<file path="src/rtl/topo_sort_kahn_queue_defines.svh">
// ----------------------------------------------------------------------------
// topo_sort_kahn_queue_defines
// Assertion macros shared by the topological sort RTL. Each macro expects
// signals named clk and rst in the scope where it is used.
// ----------------------------------------------------------------------------
`ifndef TOPO_SORT_KAHN_QUEUE_DEFINES_SVH
`define TOPO_SORT_KAHN_QUEUE_DEFINES_SVH

// Condition that must hold at every clock edge outside reset.
`define TKS_ASSERT_ALW(lbl, cond, msg) \
  lbl: assert property (@(posedge clk) disable iff (rst) (cond)) else $error(msg);

// Antecedent implies consequent in the same cycle.
`define TKS_ASSERT_IMP(lbl, ante, cons, msg) \
  lbl: assert property (@(posedge clk) disable iff (rst) (ante) |-> (cons)) \
    else $error(msg);

// Antecedent implies consequent in the following cycle.
`define TKS_ASSERT_NXT(lbl, ante, cons, msg) \
  lbl: assert property (@(posedge clk) disable iff (rst) (ante) |=> (cons)) \
    else $error(msg);

`endif

</file>
<file path="src/rtl/tks_pkg.sv">
// ----------------------------------------------------------------------------
// tks_pkg
// Types and constants shared by the topological sort block.
// ----------------------------------------------------------------------------
package tks_pkg;

  localparam int NODE_W = 7;

  localparam logic REQ_EDGE = 1'b0;
  localparam logic REQ_SORT = 1'b1;

  localparam logic [NODE_W-1:0] NODE_COUNT_RESET = 7'd64;

  typedef struct packed {
    logic              req_type;
    logic [NODE_W-1:0] source_node;
    logic [NODE_W-1:0] target_node;
  } request_t;

  typedef struct packed {
    logic [NODE_W-1:0] ordered_node;
    logic              is_last;
    logic              all_ordered;
    logic              edge_dropped;
  } result_t;

  // Commands from the sequencer to the adjacency store.
  typedef struct packed {
    logic node_rd;
    logic edge_rd;
    logic append;
    logic clear;
  } adj_ctl_t;

  // Commands from the sequencer to the in-degree unit.
  typedef struct packed {
    logic rd;
    logic inc;
    logic dec;
    logic clear;
  } deg_ctl_t;

endpackage

</file>
<file path="src/rtl/tks_adj_store.sv">
// ----------------------------------------------------------------------------
// tks_adj_store
// Linked adjacency lists: edge target and link memories, per-node head and
// tail memories, and head valid bits that all clear at once.
// ----------------------------------------------------------------------------
module tks_adj_store #(
  parameter int  MAX_NODES = 64,
  parameter int  MAX_EDGES = 256,
  localparam int NW = $clog2(MAX_NODES),
  localparam int EW = (MAX_EDGES > 1) ? $clog2(MAX_EDGES) : 1
) (
  input  logic                      clk,
  input  logic                      rst,
  input  tks_pkg::adj_ctl_t         ctl,
  input  logic [NW-1:0]             node_idx,
  input  logic [EW-1:0]             edge_idx,
  input  logic [EW-1:0]             app_edge,
  input  logic [tks_pkg::NODE_W-1:0] app_dest,
  output logic [EW-1:0]             head_q,
  output logic [EW-1:0]             tail_q,
  output logic                      head_vld_q,
  output logic [tks_pkg::NODE_W-1:0] dest_q,
  output logic [EW-1:0]             next_q
);
  import tks_pkg::*;

  logic [NODE_W-1:0]    dest_mem [MAX_EDGES];
  logic [EW-1:0]        next_mem [MAX_EDGES];
  logic [EW-1:0]        head_mem [MAX_NODES];
  logic [EW-1:0]        tail_mem [MAX_NODES];
  logic [MAX_NODES-1:0] head_valid;

  always_ff @(posedge clk) begin
    if (rst) begin
      head_valid <= '0;
      head_vld_q <= 1'b0;
    end else begin
      if (ctl.clear) begin
        head_valid <= '0;
      end else if (ctl.append) begin
        head_valid[node_idx] <= 1'b1;
      end
      if (ctl.node_rd) begin
        head_vld_q <= head_valid[node_idx];
      end
    end
  end

  // An append relies on the head and tail of the same node having been read
  // in the cycle before.
  always_ff @(posedge clk) begin
    if (ctl.node_rd) begin
      head_q <= head_mem[node_idx];
      tail_q <= tail_mem[node_idx];
    end
    if (ctl.edge_rd) begin
      dest_q <= dest_mem[edge_idx];
      next_q <= next_mem[edge_idx];
    end
    if (ctl.append) begin
      dest_mem[app_edge] <= app_dest;
      tail_mem[node_idx] <= app_edge;
      if (head_vld_q) begin
        next_mem[tail_q] <= app_edge;
      end else begin
        head_mem[node_idx] <= app_edge;
      end
    end
  end

endmodule

</file>
<file path="config.mk">
export PLATFORM = sky130hd
export DESIGN_NAME = tks_adj_store
export DESIGN_NICKNAME = d
export VERILOG_FILES = /design/src/rtl/topo_sort_kahn_queue_defines.svh /design/src/rtl/tks_pkg.sv /design/src/rtl/tks_adj_store.sv
export SDC_FILE = /design/constraint.sdc
export NUM_CORES = 2
export LEC_CHECK = 0
export BUFFER_PORTS_ARGS = -buffer_cell sky130_fd_sc_hd__buf_2
export CAP_MARGIN = 0
export CORE_MARGIN = 2
export CORE_UTILIZATION = 50
export CTS_CLUSTER_DIAMETER = 100
export CTS_CLUSTER_SIZE = 20
export DETAILED_ROUTE_END_ITERATION = 6
export HOLD_SLACK_MARGIN = 0.06
export PLACE_DENSITY = 0.66
export SETUP_SLACK_MARGIN = 0.4
export SLEW_MARGIN = 20
export SYNTH_ARGS = -nofsm -noshare
export SYNTH_HDL_FRONTEND = slang
export SYNTH_MEMORY_MAX_BITS = 65536
export SYNTH_SLANG_ARGS = --single-unit
</file>
<file path="constraint.sdc">
create_clock -name clk -period 2.6 [get_ports clk]
set_input_delay 0 -clock clk [delete_from_list [all_inputs] [get_ports clk]]
set_output_delay 0 -clock clk [all_outputs]
set_load 0.01 [all_outputs]
</file>
# Word level (Yosys, flattened, before mapping)
# Memory sizes are Yosys's and may differ from the RTL's. A register that Yosys moved wholly into a read port is not among the register bits.
# Cells that the tools add are included.
[classes]
reduce_logical = 2
mux = 12
bitwise = 1
order_cmp = 2
[op_table]
columns = ["cell", "n"]
rows = [
  ["OR 64 bit", 1],
  ["two-way mux 1 bit", 10],
  ["< comparator 6 x 7 -> 1 bit, second input constant", 1],
  ["binary-select mux 1 bit (select 6 bit)", 1],
  ["demux 1 bit (select 6 bit)", 1],
  ["greater-or-equal comparator 6 x 1 -> 1 bit, second input constant", 1],
  ["OR reduction 2 bit", 1],
  ["logical AND 1 bit", 1],
]
[word_totals]
ramBits = 4864
wordCells = 23
in_bits = 35
register_bits = 65
mem_count = 4
output_inout_bits = 32
[memory_table]
columns = ["memory", "depth", "width", "read_ports", "rd_clocked_by_memory_dff", "write_ports", "line_no", "source"]
rows = [
  ["next_mem", 256, 8, 1, 1, 1, "tks_adj_store.sv:28", "logic [EW-1:0] next_mem [MAX_EDGES];"],
  ["dest_mem", 256, 7, 1, 1, 1, "tks_adj_store.sv:27", "logic [NODE_W-1:0] dest_mem [MAX_EDGES];"],
  ["head_mem", 64, 8, 1, 1, 1, "tks_adj_store.sv:29", "logic [EW-1:0] head_mem [MAX_NODES];"],
  ["tail_mem", 64, 8, 1, 1, 1, "tks_adj_store.sv:30", "logic [EW-1:0] tail_mem [MAX_NODES];"],
]

# Logic depth before layout (Yosys ltp)
[logic_depth]
depth_word = 5
depth_mapped = 12
mapped_depth_nobuf = 7

# Worst setup path after synthesis
# OpenSTA, ideal clock, no wires.
[synth_timing]
path_kind = "in2reg"
startpoint = "input node_idx[4]"
endpoint = "memory head_mem[16][0] in the netlist's numbering, enable pin"
stages = 5
t_required_ps = 2217
n_path_buf = 2
setup_ps = 383
arrival_ps = 1898
setup_slack_ps = 318
cell_sequence = "clkbuf_1 -> nor3b_1 -> nand2_1 -> clkbuf_1 -> nor3_1"
[synth_lines]
columns = ["item", "line_no", "source"]
rows = [
  ["start, declared", "tks_adj_store.sv:15", "input logic [NW-1:0] node_idx,"],
  ["end, declared", "tks_adj_store.sv:29", ""],
]
# Straight into the memory's write port.

==> flow_summary.yaml <==
clock_tree:
  cts_sinks: 4960
  clockBufferDepth: 4
  clkLatencyLatePin_ps: 960
  clk_pin_slew_ps: 80
  cts_buffers: 286
  cts_root_buf: "clkbuf_16"
  cts_tree: "yes"
  ctsHtreeMaxLevel: 5
finish:
  nets: 10700
  layout.cells.non_filler: 15800
  drive_gt1_share_pct: 26.8
  layout.cells.most_common: "edfxtp_1"
  design_area_sq_um: 216000
  final_util_pct: 57.1
  layout_common_cells: "edfxtp_1, buf_4, a22oi_1"
  syn2layout_area_growth_pct: 13.8
logic_synthesis:
  yosys_most_used_dff: "edfxtp_1"
  synth_warnings: 0
  synth_edf_count: 4895
  ys_seq_area_share_pct: 78.2
  ys_types: 73
  synthCells: 9404
  synth-seq-cells: 4960
  synthArstFlopShare_pct: 0
  syn_avg_cell_area_sq_um: 20.2
  synth_nets: 9439
  syn_area_sq_um: 190000
worst_setup_path:
  end_kind: "flip-flop"
  cp_slowest_cell: "mux4_2"
  crit_top_cell: "mux4_2"
  cp.arrival_ps: 3120
  critPathMaxFanout: 1
  reg2reg_depth: 8
  r2r_end: "next_q[1]"
  r2r-start: "next_mem[243][1]"
  path_delay_family: "multiplexers"
  critPathKind: "reg -> reg"
  crit_required_ps: 3260
  critPathMaxStageDelay_ps: 530
  cp_num_buf_inv: 2
  start_kind: "flip-flop"
  crit_cells: 8
  reg2reg_slack_ps: 140
  path_cells: "mux4_2, mux4_2, nand2_2, o31ai_4, buf_6, nor3_4, buf_4, nor4_2"
global_routing:
  grt-busiest-layer: "met2"
  use_met2_pct: 42.9
  use_met3_pct: 4.17
  overflow: 0
  met1_usage_pct: 35.2
  grt_pass1_wl_mm: 719
  grt_max_degree: 201
  grt_usage_pct: 25.9
  grt_pass1_vias: 100000
  antenna_found_initial: 16
floorplan:
  die_area_sq_um: 384000
  design.core.area_sq_um: 378000
  fp.dieH_microns: 620
  start_util_pct: 50.1
  ios: 67
  fp.dieW_microns: 620
  row_count: 226
route:
  ant_nets: 0
  via_count: 100000
  drc: 0
  drt_iter0_drc: 13400
  drtPass1Iterations: 6
  post_drt_via_cell_ratio: 6.37
  drt_wl_total_mm: 504
  routedWlPerCell_microns: 32.0
timing:
  fin_crit_sh_pct: 94.8
  hold_ws_ps: 200
  relSlewSlack_pct: 19.4
  post-route-min-period_ps: 2460
  fin_tns_setup_ps: 0
  slew_viol_final: 0
  fmaxAchievable_mhz: 406
  finalHoldViolCount: 0
  finalSetupViolCount: 0
  rsz0062_at_grt: "yes"
  fin_ws_ps: 136
  finClkSkew_ps: 76.8
  worst_pin_slew_ps: 1210
job:
  drv_cap: 0
min_path:
  hold_path_depth: 6
  hold_start: "edge_idx[3]"
  hold_path_class: "in -> reg"
  whs_endpoint: "next_q[0]"
placement:
  io_buffers: 66
  dpl-instance-area_sq_um: 207000
  routabilityCongestion: 0.879
  pre_cts_slack_ps: -828
  placed_cells: 15400
  dpl.hpwl_mm: 330
power_and_ir_drop:
  p_leak_nw: 68.4
  powerDensity_nw_per_um2: 660
  seqPwrFrac_pct: 61.8
  power.total_mw: 143
  ir_worst_vdd_mv: 0.527
  pwr-share-clk_pct: 31.7
  comb_power_share_pct: 6.6
  power.switching_mw: 30.6
  switching_share_pct: 21.5
  power.internal_mw: 112
outcome:
  status: "completed"
## cell families after synthesis
family,Yosys count,synth area share (%)
mux,1141,11.3
compound gates,1496,5.73
buf+inv,612,1.94
simple gates,1195,2.84
flops,4960,78.2
## layer usage
layer,up-vias,share of wire (%)
met5,-,0.013
met4,10,4.1
met3,837,8.9
met2,5191,49
met1,52800,38
li1,41600,-
## registers in the layout, indices dropped and copies added, names as in the netlist
name        flops
dest_mem     1792
dest_q          7
head_mem      512
head_q          8
head_valid     64
head_vld_q      1
next_mem     2048
next_q          8
tail_mem      512
tail_q          8
## worst max path at each step
stage	start	end	slack, ps
3_3_place_gp	edge_idx[0]	next_q[6]	-1340
5_1_grt	next_mem[243][1]	next_q[1]	100
2_1_floorplan	node_idx[4]	head_mem[16][0]	320
6_report	next_mem[243][1]	next_q[1]	140
4_1_cts	next_mem[42][5]	next_q[5]	150
3_5_place_dp	edge_idx[1]	next_q[2]	-830
## power groups by stage
stage,logic (mW),clock network (mW),registers [mW]
4_1_cts,9.25,45.7,88.1
6_report,9.35,45.2,88.1
2_1_floorplan,4.05,0,89.9
3_5_place_dp,8.95,0,89.9
5_1_grt,9.74,48.3,88.1
3_3_place_gp,8.78,0,89.9
## worst register-to-register path, cell delays in order, from the launching register on
cell,delay (ps)
edfxtp_1,380
mux4_2,530
mux4_2,530
nand2_2,120
o31ai_4,90
buf_6,130
nor3_4,210
buf_4,150
nor4_2,30
## synthesized netlist by cell type (21+ instances only)
| library cell | number | share of area, % |
|---|---|---|
| nor2_1 | 629 | 1.2 |
| nor2b_1 | 23 | 0.076 |
| buf_8 | 29 | 0.23 |
| nand3_1 | 65 | 0.17 |
| mux4_2 | 755 | 9.0 |
| clkbuf_1 | 325 | 0.64 |
| buf_2 | 114 | 0.30 |
| buf_6 | 37 | 0.22 |
| o21a_1 | 64 | 0.25 |
| nand2_1 | 143 | 0.28 |
| a31oi_1 | 36 | 0.12 |
| nand4_1 | 147 | 0.48 |
| a221oi_1 | 42 | 0.19 |
| mux2i_1 | 348 | 1.8 |
| a21oi_1 | 190 | 0.50 |
| buf_1 | 21 | 0.042 |
| a211oi_1 | 38 | 0.15 |
| o21ai_0 | 40 | 0.11 |
| o22ai_1 | 69 | 0.23 |
| edfxtp_1 | 4895 | 77 |
| a22oi_1 | 817 | 3.2 |
| mux4_1 | 38 | 0.53 |
| a22o_1 | 34 | 0.16 |
| dfxtp_1 | 65 | 0.69 |
| buf_12 | 27 | 0.28 |
| nor4_1 | 27 | 0.089 |
| buf_4 | 45 | 0.18 |
| nor3_1 | 108 | 0.28 |
| o221ai_1 | 79 | 0.36 |
## cell type report
cell class                 instances  area (sq um)
timing repair buffer            1603         14500
clock buffer                     333          7550
clock inverter                    18           206
inverter                           6          25.0
antenna                            7          17.5
tap                             5016          6280
fill                           27600        162000
multi-input combinational       3835         39100
sequential                      4960        148000
## timing repair
action | in CTS | in global routing
endpoints found under the hold margin | 4312 | 0
pin swaps | 35 | 33
gates cloned | 0 | 4
setup buffers | 11 | 5
endpoints found under the setup margin | 1100 | 431
hold buffers | 36 | 0
resized for setup | 134 | 84
Power figures use the tool's default switching activity.
