--- config.mk ---
export PLATFORM = sky130hd
export DESIGN_NAME = tks_degree
export DESIGN_NICKNAME = d
export VERILOG_FILES = /design/src/rtl/topo_sort_kahn_queue_defines.svh /design/src/rtl/tks_pkg.sv /design/src/rtl/tks_degree.sv
export SDC_FILE = /design/constraint.sdc
export NUM_CORES = 1
export LEC_CHECK = 0
export BUFFER_PORTS_ARGS = -buffer_cell sky130_fd_sc_hd__buf_2
export CORE_ASPECT_RATIO = 1.1
export CORE_MARGIN = 2
export CORE_UTILIZATION = 50
export CTS_CLUSTER_DIAMETER = 40
export DETAILED_ROUTE_END_ITERATION = 8
export HOLD_SLACK_MARGIN = 0.08
export PLACE_DENSITY = 0.65
export RECOVER_POWER = 100
export SYNTH_ARGS = -nofsm -noshare
export SYNTH_HDL_FRONTEND = slang
export SYNTH_SLANG_ARGS = --single-unit
--- constraint.sdc ---
create_clock -name clk -period 7.1 [get_ports clk]
set_clock_uncertainty 0.1 [all_clocks]
set_input_delay 0.355 -clock clk [delete_from_list [all_inputs] [get_ports clk]]
set_output_delay 0.355 -clock clk [all_outputs]
set_load 0.005 [all_outputs]
--- src/rtl/topo_sort_kahn_queue_defines.svh ---
// ----------------------------------------------------------------------------
// topo_sort_kahn_queue_defines
// Assertion macros shared by the topological sort RTL. Each macro expects
// signals named clk and rst in the scope where it is used.
// ----------------------------------------------------------------------------
`ifndef TOPO_SORT_KAHN_QUEUE_DEFINES_SVH
`define TOPO_SORT_KAHN_QUEUE_DEFINES_SVH

// Condition that must hold at every clock edge outside reset.
`define TKS_ASSERT_ALW(lbl, cond, msg) \
  lbl: assert property (@(posedge clk) disable iff (rst) (cond)) else $error(msg);

// Antecedent implies consequent in the same cycle.
`define TKS_ASSERT_IMP(lbl, ante, cons, msg) \
  lbl: assert property (@(posedge clk) disable iff (rst) (ante) |-> (cons)) \
    else $error(msg);

// Antecedent implies consequent in the following cycle.
`define TKS_ASSERT_NXT(lbl, ante, cons, msg) \
  lbl: assert property (@(posedge clk) disable iff (rst) (ante) |=> (cons)) \
    else $error(msg);

`endif

--- src/rtl/tks_pkg.sv ---
// ----------------------------------------------------------------------------
// tks_pkg
// Types and constants shared by the topological sort block.
// ----------------------------------------------------------------------------
package tks_pkg;

  localparam int NODE_W = 7;

  localparam logic REQ_EDGE = 1'b0;
  localparam logic REQ_SORT = 1'b1;

  localparam logic [NODE_W-1:0] NODE_COUNT_RESET = 7'd64;

  typedef struct packed {
    logic              req_type;
    logic [NODE_W-1:0] source_node;
    logic [NODE_W-1:0] target_node;
  } request_t;

  typedef struct packed {
    logic [NODE_W-1:0] ordered_node;
    logic              is_last;
    logic              all_ordered;
    logic              edge_dropped;
  } result_t;

  // Commands from the sequencer to the adjacency store.
  typedef struct packed {
    logic node_rd;
    logic edge_rd;
    logic append;
    logic clear;
  } adj_ctl_t;

  // Commands from the sequencer to the in-degree unit.
  typedef struct packed {
    logic rd;
    logic inc;
    logic dec;
    logic clear;
  } deg_ctl_t;

endpackage

--- src/rtl/tks_degree.sv ---
// ----------------------------------------------------------------------------
// tks_degree
// In-degree counters with a shared increment and decrement unit. A count is
// read into a register, then written back one up or one down.
// ----------------------------------------------------------------------------
module tks_degree #(
  parameter int  MAX_NODES = 64,
  parameter int  MAX_EDGES = 256,
  localparam int NW = $clog2(MAX_NODES),
  localparam int DW = $clog2(MAX_EDGES + 1)
) (
  input  logic              clk,
  input  logic              rst,
  input  tks_pkg::deg_ctl_t ctl,
  input  logic [NW-1:0]     rd_idx,
  input  logic [NW-1:0]     wr_idx,
  output logic [DW-1:0]     count
);
  import tks_pkg::*;

  logic [DW-1:0]        cnt_mem [MAX_NODES];
  logic [MAX_NODES-1:0] valid;
  logic [DW-1:0]        rdata;
  logic                 rvld;
  logic [DW-1:0]        upd;

  // Entries not written since the last clear read as zero.
  assign count = rvld ? rdata : '0;
  assign upd   = count + (ctl.dec ? {DW{1'b1}} : DW'(1));

  always_ff @(posedge clk) begin
    if (rst) begin
      valid <= '0;
      rvld  <= 1'b0;
    end else begin
      if (ctl.clear) begin
        valid <= '0;
      end else if (ctl.inc || ctl.dec) begin
        valid[wr_idx] <= 1'b1;
      end
      if (ctl.rd) begin
        rvld <= valid[rd_idx];
      end
    end
  end

  always_ff @(posedge clk) begin
    if (ctl.rd) begin
      rdata <= cnt_mem[rd_idx];
    end
    if (ctl.inc || ctl.dec) begin
      cnt_mem[wr_idx] <= upd;
    end
  end

endmodule
# --- Yosys cells after proc, flatten, opt, wreduce, memory -nomap -nowiden ---
# Memory sizes are Yosys's and may differ from the RTL's. A register that Yosys moved wholly into a read port is not among the register bits.
# Cells that the tools add are included.
totals:
  romBits: 0
  mem_bits_rw: 576
  output_inout_bits: 9
  inputBits: 18
  latchBits: 0
  word_cells: 19
  register_bits: 65
  n_memories: 1
classes:
  div: 0
  n_eq_ne: 0
  n_shift: 0
  add_sub_neg: 1
  multipliers: 0
  reduce_logical: 3
  bitwise: 1
  order_cmp: 3
  n_mux: 8
mem_list:
  columns: ["memory", "words", "word_bits", "read_ports", "rd_clocked_by_memory_dff", "wr", "line_no", "source"]
  rows:
  - ["cnt_mem", 64, 9, 1, 1, 1, "tks_degree.sv:21", "logic [DW-1:0] cnt_mem [MAX_NODES];"]
ops:
  columns: ["operator", "n"]
  rows:
  - ["$or 64x64->64", 1]
  - ["$mux 9", 2]
  - ["$lt 6x7->1 const B", 2]
  - ["$add 9x9->9", 1]
  - ["$bmux 1 s6", 1]
  - ["$demux 1 s6", 1]
  - ["$ge 6x1->1 const B", 1]
  - ["$mux 1", 4]
  - ["$reduce_or 2->1", 1]
  - ["$logic_and 1x1->1", 1]
  - ["$logic_or 1x1->1", 1]

# --- Longest topological paths before layout ---
depth:
  word_depth: 5
  mapped_depth: 10
  depth_no_buf: 9

# --- Worst setup path after synthesis ---
# OpenSTA, ideal clock, no wires.
synth_path:
  path_kind: "register -> register"
  from: "reg rvld"
  to: "mem cnt_mem[0][8] (netlist name) (data pin)"
  path_stages_with_launch: 11
  setup_time_ns: 0.567
  path_buffers: 1
  arrival_time_ns: 4.742
  slack_ns: 1.691
  required_time_ns: 6.433
  synth_period_minus_slack_ns: 5.409
  cell_sequence: "dfxtp_1 clkbuf_1 nand2_1 inv_1 fa_1 a21o_1 a21oi_1 nor2b_1 o21a_1 o41a_1 xnor2_1"
synth_between:
  elab_chain_cells: 2
synth_lines:
  columns: ["element", "line_no", "source"]
  rows:
  - ["from (decl)", "tks_degree.sv:24", "logic rvld;"]
  - ["from (signal assigned)", "tks_degree.sv:42", "rvld <= valid[rd_idx];"]
  - ["$mux 9", "tks_degree.sv:28", "assign count = rvld ? rdata : '0;"]
  - ["net count[0]", "tks_degree.sv:17", "output logic [DW-1:0] count"]
  - ["$add 9x9->9", "tks_degree.sv:29", "assign upd = count + (ctl.dec ? {DW{1'b1}} : DW'(1));"]
  - ["net upd[8]", "tks_degree.sv:25", "logic [DW-1:0] upd;"]
  - ["to (decl)", "tks_degree.sv:21", null]
# The timed path passes the listed nets, and every way through them passes these cells.

# --- Worst setup path after layout ---
layout_path:
  from: "reg rdata[0], read port of cnt_mem"
  to: "mem cnt_mem[24][8] (netlist name) (data pin)"
layout_between:
  elab_chain_cells: 2
layout_lines:
  columns: ["element", "line_no", "source"]
  rows:
  - ["from (decl)", "tks_degree.sv:23", "logic [DW-1:0] rdata;"]
  - ["$mux 9", "tks_degree.sv:28", null]
  - ["$add 9x9->9", "tks_degree.sv:29", null]
  - ["net upd[8]", "tks_degree.sv:25", null]
# The timed path passes the listed nets, and every way through them passes these cells.

==> results.cfg <==
[clock_tree]
clk_pin_slew_ps = 60
clockRootBuffer = sky130_fd_sc_hd__clkbuf_16
cts.hold.buffers_added = 1
postCtsSetupRepairBufs = 0
cts_tree = built
cts_made_buffers = 69
postCtsResizedCells = 0
cts_htree_levels = 3
clk_latency_worst_skew_pair_ps = 590
cts_num_sinks = 650
clk_path_buf_depth = 3

[grt]
grt.total_usage = 0.223
global_route.usage.met1 = 0.316
globalRouteMet3Util = 0.0371
grt_max_degree = 81
grt_busiest_layer = met2
grtUsageMet2 = 0.356
grt_pass1_vias = 12300
global_route_total_overflow = 0
number_of_antenna_violations_at_the_first_check_in_global_routing = 4
grt_first_pass_wirelength_mm = 82.6

[drt]
routed_wirelength_mm = 56.3
dr.first_iter.drc_count = 1298
postRouteAntennaNets = 0
viasPerCell = 6.06
drt_drc_violations_left = 0
total_via_count_after_detailed_routing = 12100
first_pass_iters = 5
routed_wire_length_per_instance_um = 28.2

[layout]
share_of_post_route_cells_with_drive_strength_above_1 = 0.250
post_synthesis_to_final_layout_area_growth_pct = 13.4
layout.cells.non_filler = 1998
net_count_reported_at_finish = 1305
postLayoutCoreUtil = 0.572

[critical_path]
worst-r2r-setup-slack_ps = 2240
critPathCaptureType = register
crit_required_ps = 7300
worstSetupStartpointType = register
worst-setup-path-type = reg2reg
timing.critical_path.arrival_ps = 5060
worst-path-max-fanout = 65

[run_status]
status = finished, violations left
violations = capacitance limit, slew limit

[power_and_ir_drop]
worst_ir_drop_vdd_v = 0.000175
power.total_uw = 8420
total_leakage_power_uw = 0.00896
cellPowerDensity_nw_per_um2 = 295

[logic_synthesis]
mappedNetlistNets = 1212
synth_sequential_area_ratio = 0.750
netlist_instances = 1186
yosys.area.top_type_share = 0.698
synth_area_um2 = 25200
synth_area_per_cell_um2 = 21.2
synth_cell_types = 40
register_bit_total_from_synthesis = 650
synth.yosys.warnings = 0
largest_area_contributor_in_the_synthesized_netlist = sky130_fd_sc_hd__edfxtp_1
synth.top_cells.by_area = sky130_fd_sc_hd__edfxtp_1 (70%), sky130_fd_sc_hd__mux4_2 (16%), sky130_fd_sc_hd__dfxtp_1 (5.2%), sky130_fd_sc_hd__o21a_1 (2.0%), sky130_fd_sc_hd__nor2_1 (1.3%)

[place]
numPortBuffers = 26
dp_cells = 1867
detailedPlacementHpwl_mm = 32.5
gp_congestion = 0.783

[floorplan]
fp-row-count = 86
fp.dieH_um = 239
chipWidth_um = 218
ioPinCount = 27
design.core.area_um2 = 49900
floorplan.initialDensity = 0.504
overall_die_area_um2 = 52100

[sta]
fin_crit_sh = 0.684
max_slew_margin = -1.11
max_freq_mhz = 206
final_max_slew_viol_count = 310
max_slew.worst_pin.slew_ps = 3170
final_critical_path_required_period_ps = 4860
finalHoldViolations = 0
setup_viol = 0
fin_hold_ws_ps = 356
finalSetupTns_ps = 0
rsz0062_at_grt = no

[flow_run]
max_capacitance_violation_count = 5

[worst_hold_path]
tightest_hold_check_type = in2reg
-- critical path, cell delays in order, from the launching register on --
cell	delay (ps)
sky130_fd_sc_hd__edfxtp_1	380
sky130_fd_sc_hd__nand2_1	1420
sky130_fd_sc_hd__inv_1	280
sky130_fd_sc_hd__fa_1	610
sky130_fd_sc_hd__a21o_1	200
sky130_fd_sc_hd__a21oi_1	260
sky130_fd_sc_hd__nor2b_1	90
sky130_fd_sc_hd__o21a_1	200
sky130_fd_sc_hd__o41a_1	350
sky130_fd_sc_hd__xnor2_2	160
sky130_fd_sc_hd__buf_4	490
-- metrics by stage --
step                      area, um^2  setup WS [ps]
after floorplan                25200           1690
after global placement         26400           3170
after detailed placement       26400           3050
after CTS                      28700           3020
after global routing           28500           1730
final                          28500           2240
-- per-layer routing --
layer | routed length, um | vias up | part of all wire
met5 | 7 | - | 0.00012
met1 | 23500 | 6414 | 0.42
met4 | 1660 | 2 | 0.029
met2 | 27300 | 476 | 0.49
met3 | 3720 | 82 | 0.066
li1 | - | 5130 | -
-- path summary, 6_finish.rpt --
path                  start              to  cells past startpoint
hold / removal    wr_idx[5]       valid[37]                      4
setup / recovery   rdata[0]  cnt_mem[24][8]                     10
setup reg to reg   rdata[0]  cnt_mem[24][8]                     10
hold reg to reg   valid[22]       valid[22]                      1
-- cell usage in the layout (no fill, tap or decap), types with 10 or more instances in the layout --
cell type and instances:
sky130_fd_sc_hd__dfxtp_1 65, sky130_fd_sc_hd__buf_4 10, sky130_fd_sc_hd__a22oi_1 20, sky130_fd_sc_hd__clkbuf_1 59, sky130_fd_sc_hd__o21a_1 66, sky130_fd_sc_hd__o22ai_1 12, sky130_fd_sc_hd__clkbuf_16 74, sky130_fd_sc_hd__clkinv_1 10
sky130_fd_sc_hd__nor2_1 83, sky130_fd_sc_hd__edfxtp_1 585, sky130_fd_sc_hd__mux2i_1 24, sky130_fd_sc_hd__mux4_2 184, sky130_fd_sc_hd__nand2_1 14, sky130_fd_sc_hd__buf_2 20
-- kinds of logic (layout without fill, tap and decap cells) --
| family | count (synthesis) | count (layout) | share of synthesized area |
|---|---|---|---|
| xor+xnor | 7 | 7 | 0.00244 |
| compound gates | 110 | 110 | 0.0320 |
| other cells | 0 | 2 | 0 |
| simple gates | 140 | 140 | 0.0255 |
| mux | 208 | 208 | 0.174 |
| buf+inv | 63 | 213 | 0.0117 |
| flops | 650 | 650 | 0.750 |
| fa+ha+maj | 8 | 8 | 0.00428 |
-- area by class of cell --
cell class	count	area (um^2)
repair buffers	83	407
well taps	660	826
inverters	2	7.51
flip-flops and latches	650	18900
fillers	3675	21400
diodes	2	5.00
clock buffers	87	1920
multi-input cells	473	6060
clock inverters	41	447
-- sequential cells by signal (all words and copies together) (netlist names) --
signal,count
cnt_mem,576
valid,64
rdata,9
rvld,1
-- Yosys cell counts --
cell type,n
sky130_fd_sc_hd__nor2_1,84
sky130_fd_sc_hd__fa_1,1
sky130_fd_sc_hd__or3_1,1
sky130_fd_sc_hd__mux4_2,184
sky130_fd_sc_hd__nand4b_1,2
sky130_fd_sc_hd__a21oi_1,4
sky130_fd_sc_hd__ha_1,7
sky130_fd_sc_hd__a21o_1,2
sky130_fd_sc_hd__o41a_1,1
sky130_fd_sc_hd__clkbuf_1,27
sky130_fd_sc_hd__and3b_1,1
sky130_fd_sc_hd__dfxtp_1,65
sky130_fd_sc_hd__nand2b_1,2
sky130_fd_sc_hd__a31o_2,1
sky130_fd_sc_hd__mux2i_1,24
sky130_fd_sc_hd__o21ai_0,1
sky130_fd_sc_hd__buf_6,4
sky130_fd_sc_hd__xor2_1,1
sky130_fd_sc_hd__buf_2,11
sky130_fd_sc_hd__a221o_1,1
sky130_fd_sc_hd__buf_1,15
sky130_fd_sc_hd__o21bai_1,1
sky130_fd_sc_hd__a22oi_1,20
sky130_fd_sc_hd__o21a_1,66
sky130_fd_sc_hd__nor3b_1,3
sky130_fd_sc_hd__nor2b_1,8
sky130_fd_sc_hd__or3b_2,1
sky130_fd_sc_hd__xnor2_1,6
sky130_fd_sc_hd__nand2_1,14
sky130_fd_sc_hd__o22ai_1,12
sky130_fd_sc_hd__or2_2,1
sky130_fd_sc_hd__nand3_1,5
sky130_fd_sc_hd__inv_1,2
sky130_fd_sc_hd__edfxtp_1,585
sky130_fd_sc_hd__and2_1,10
sky130_fd_sc_hd__nand4_1,4
sky130_fd_sc_hd__nand3b_1,3
sky130_fd_sc_hd__a211oi_1,1
sky130_fd_sc_hd__nor3_1,1
sky130_fd_sc_hd__buf_4,4
-- power by group --
| group | switching [uW] | internal [uW] |
|---|---|---|
| Combinational | 296 | 159 |
| Clock | 1480 | 2200 |
| Sequential | 10.8 | 4280 |
No activity file was read; power rests on OpenSTA's default activity.
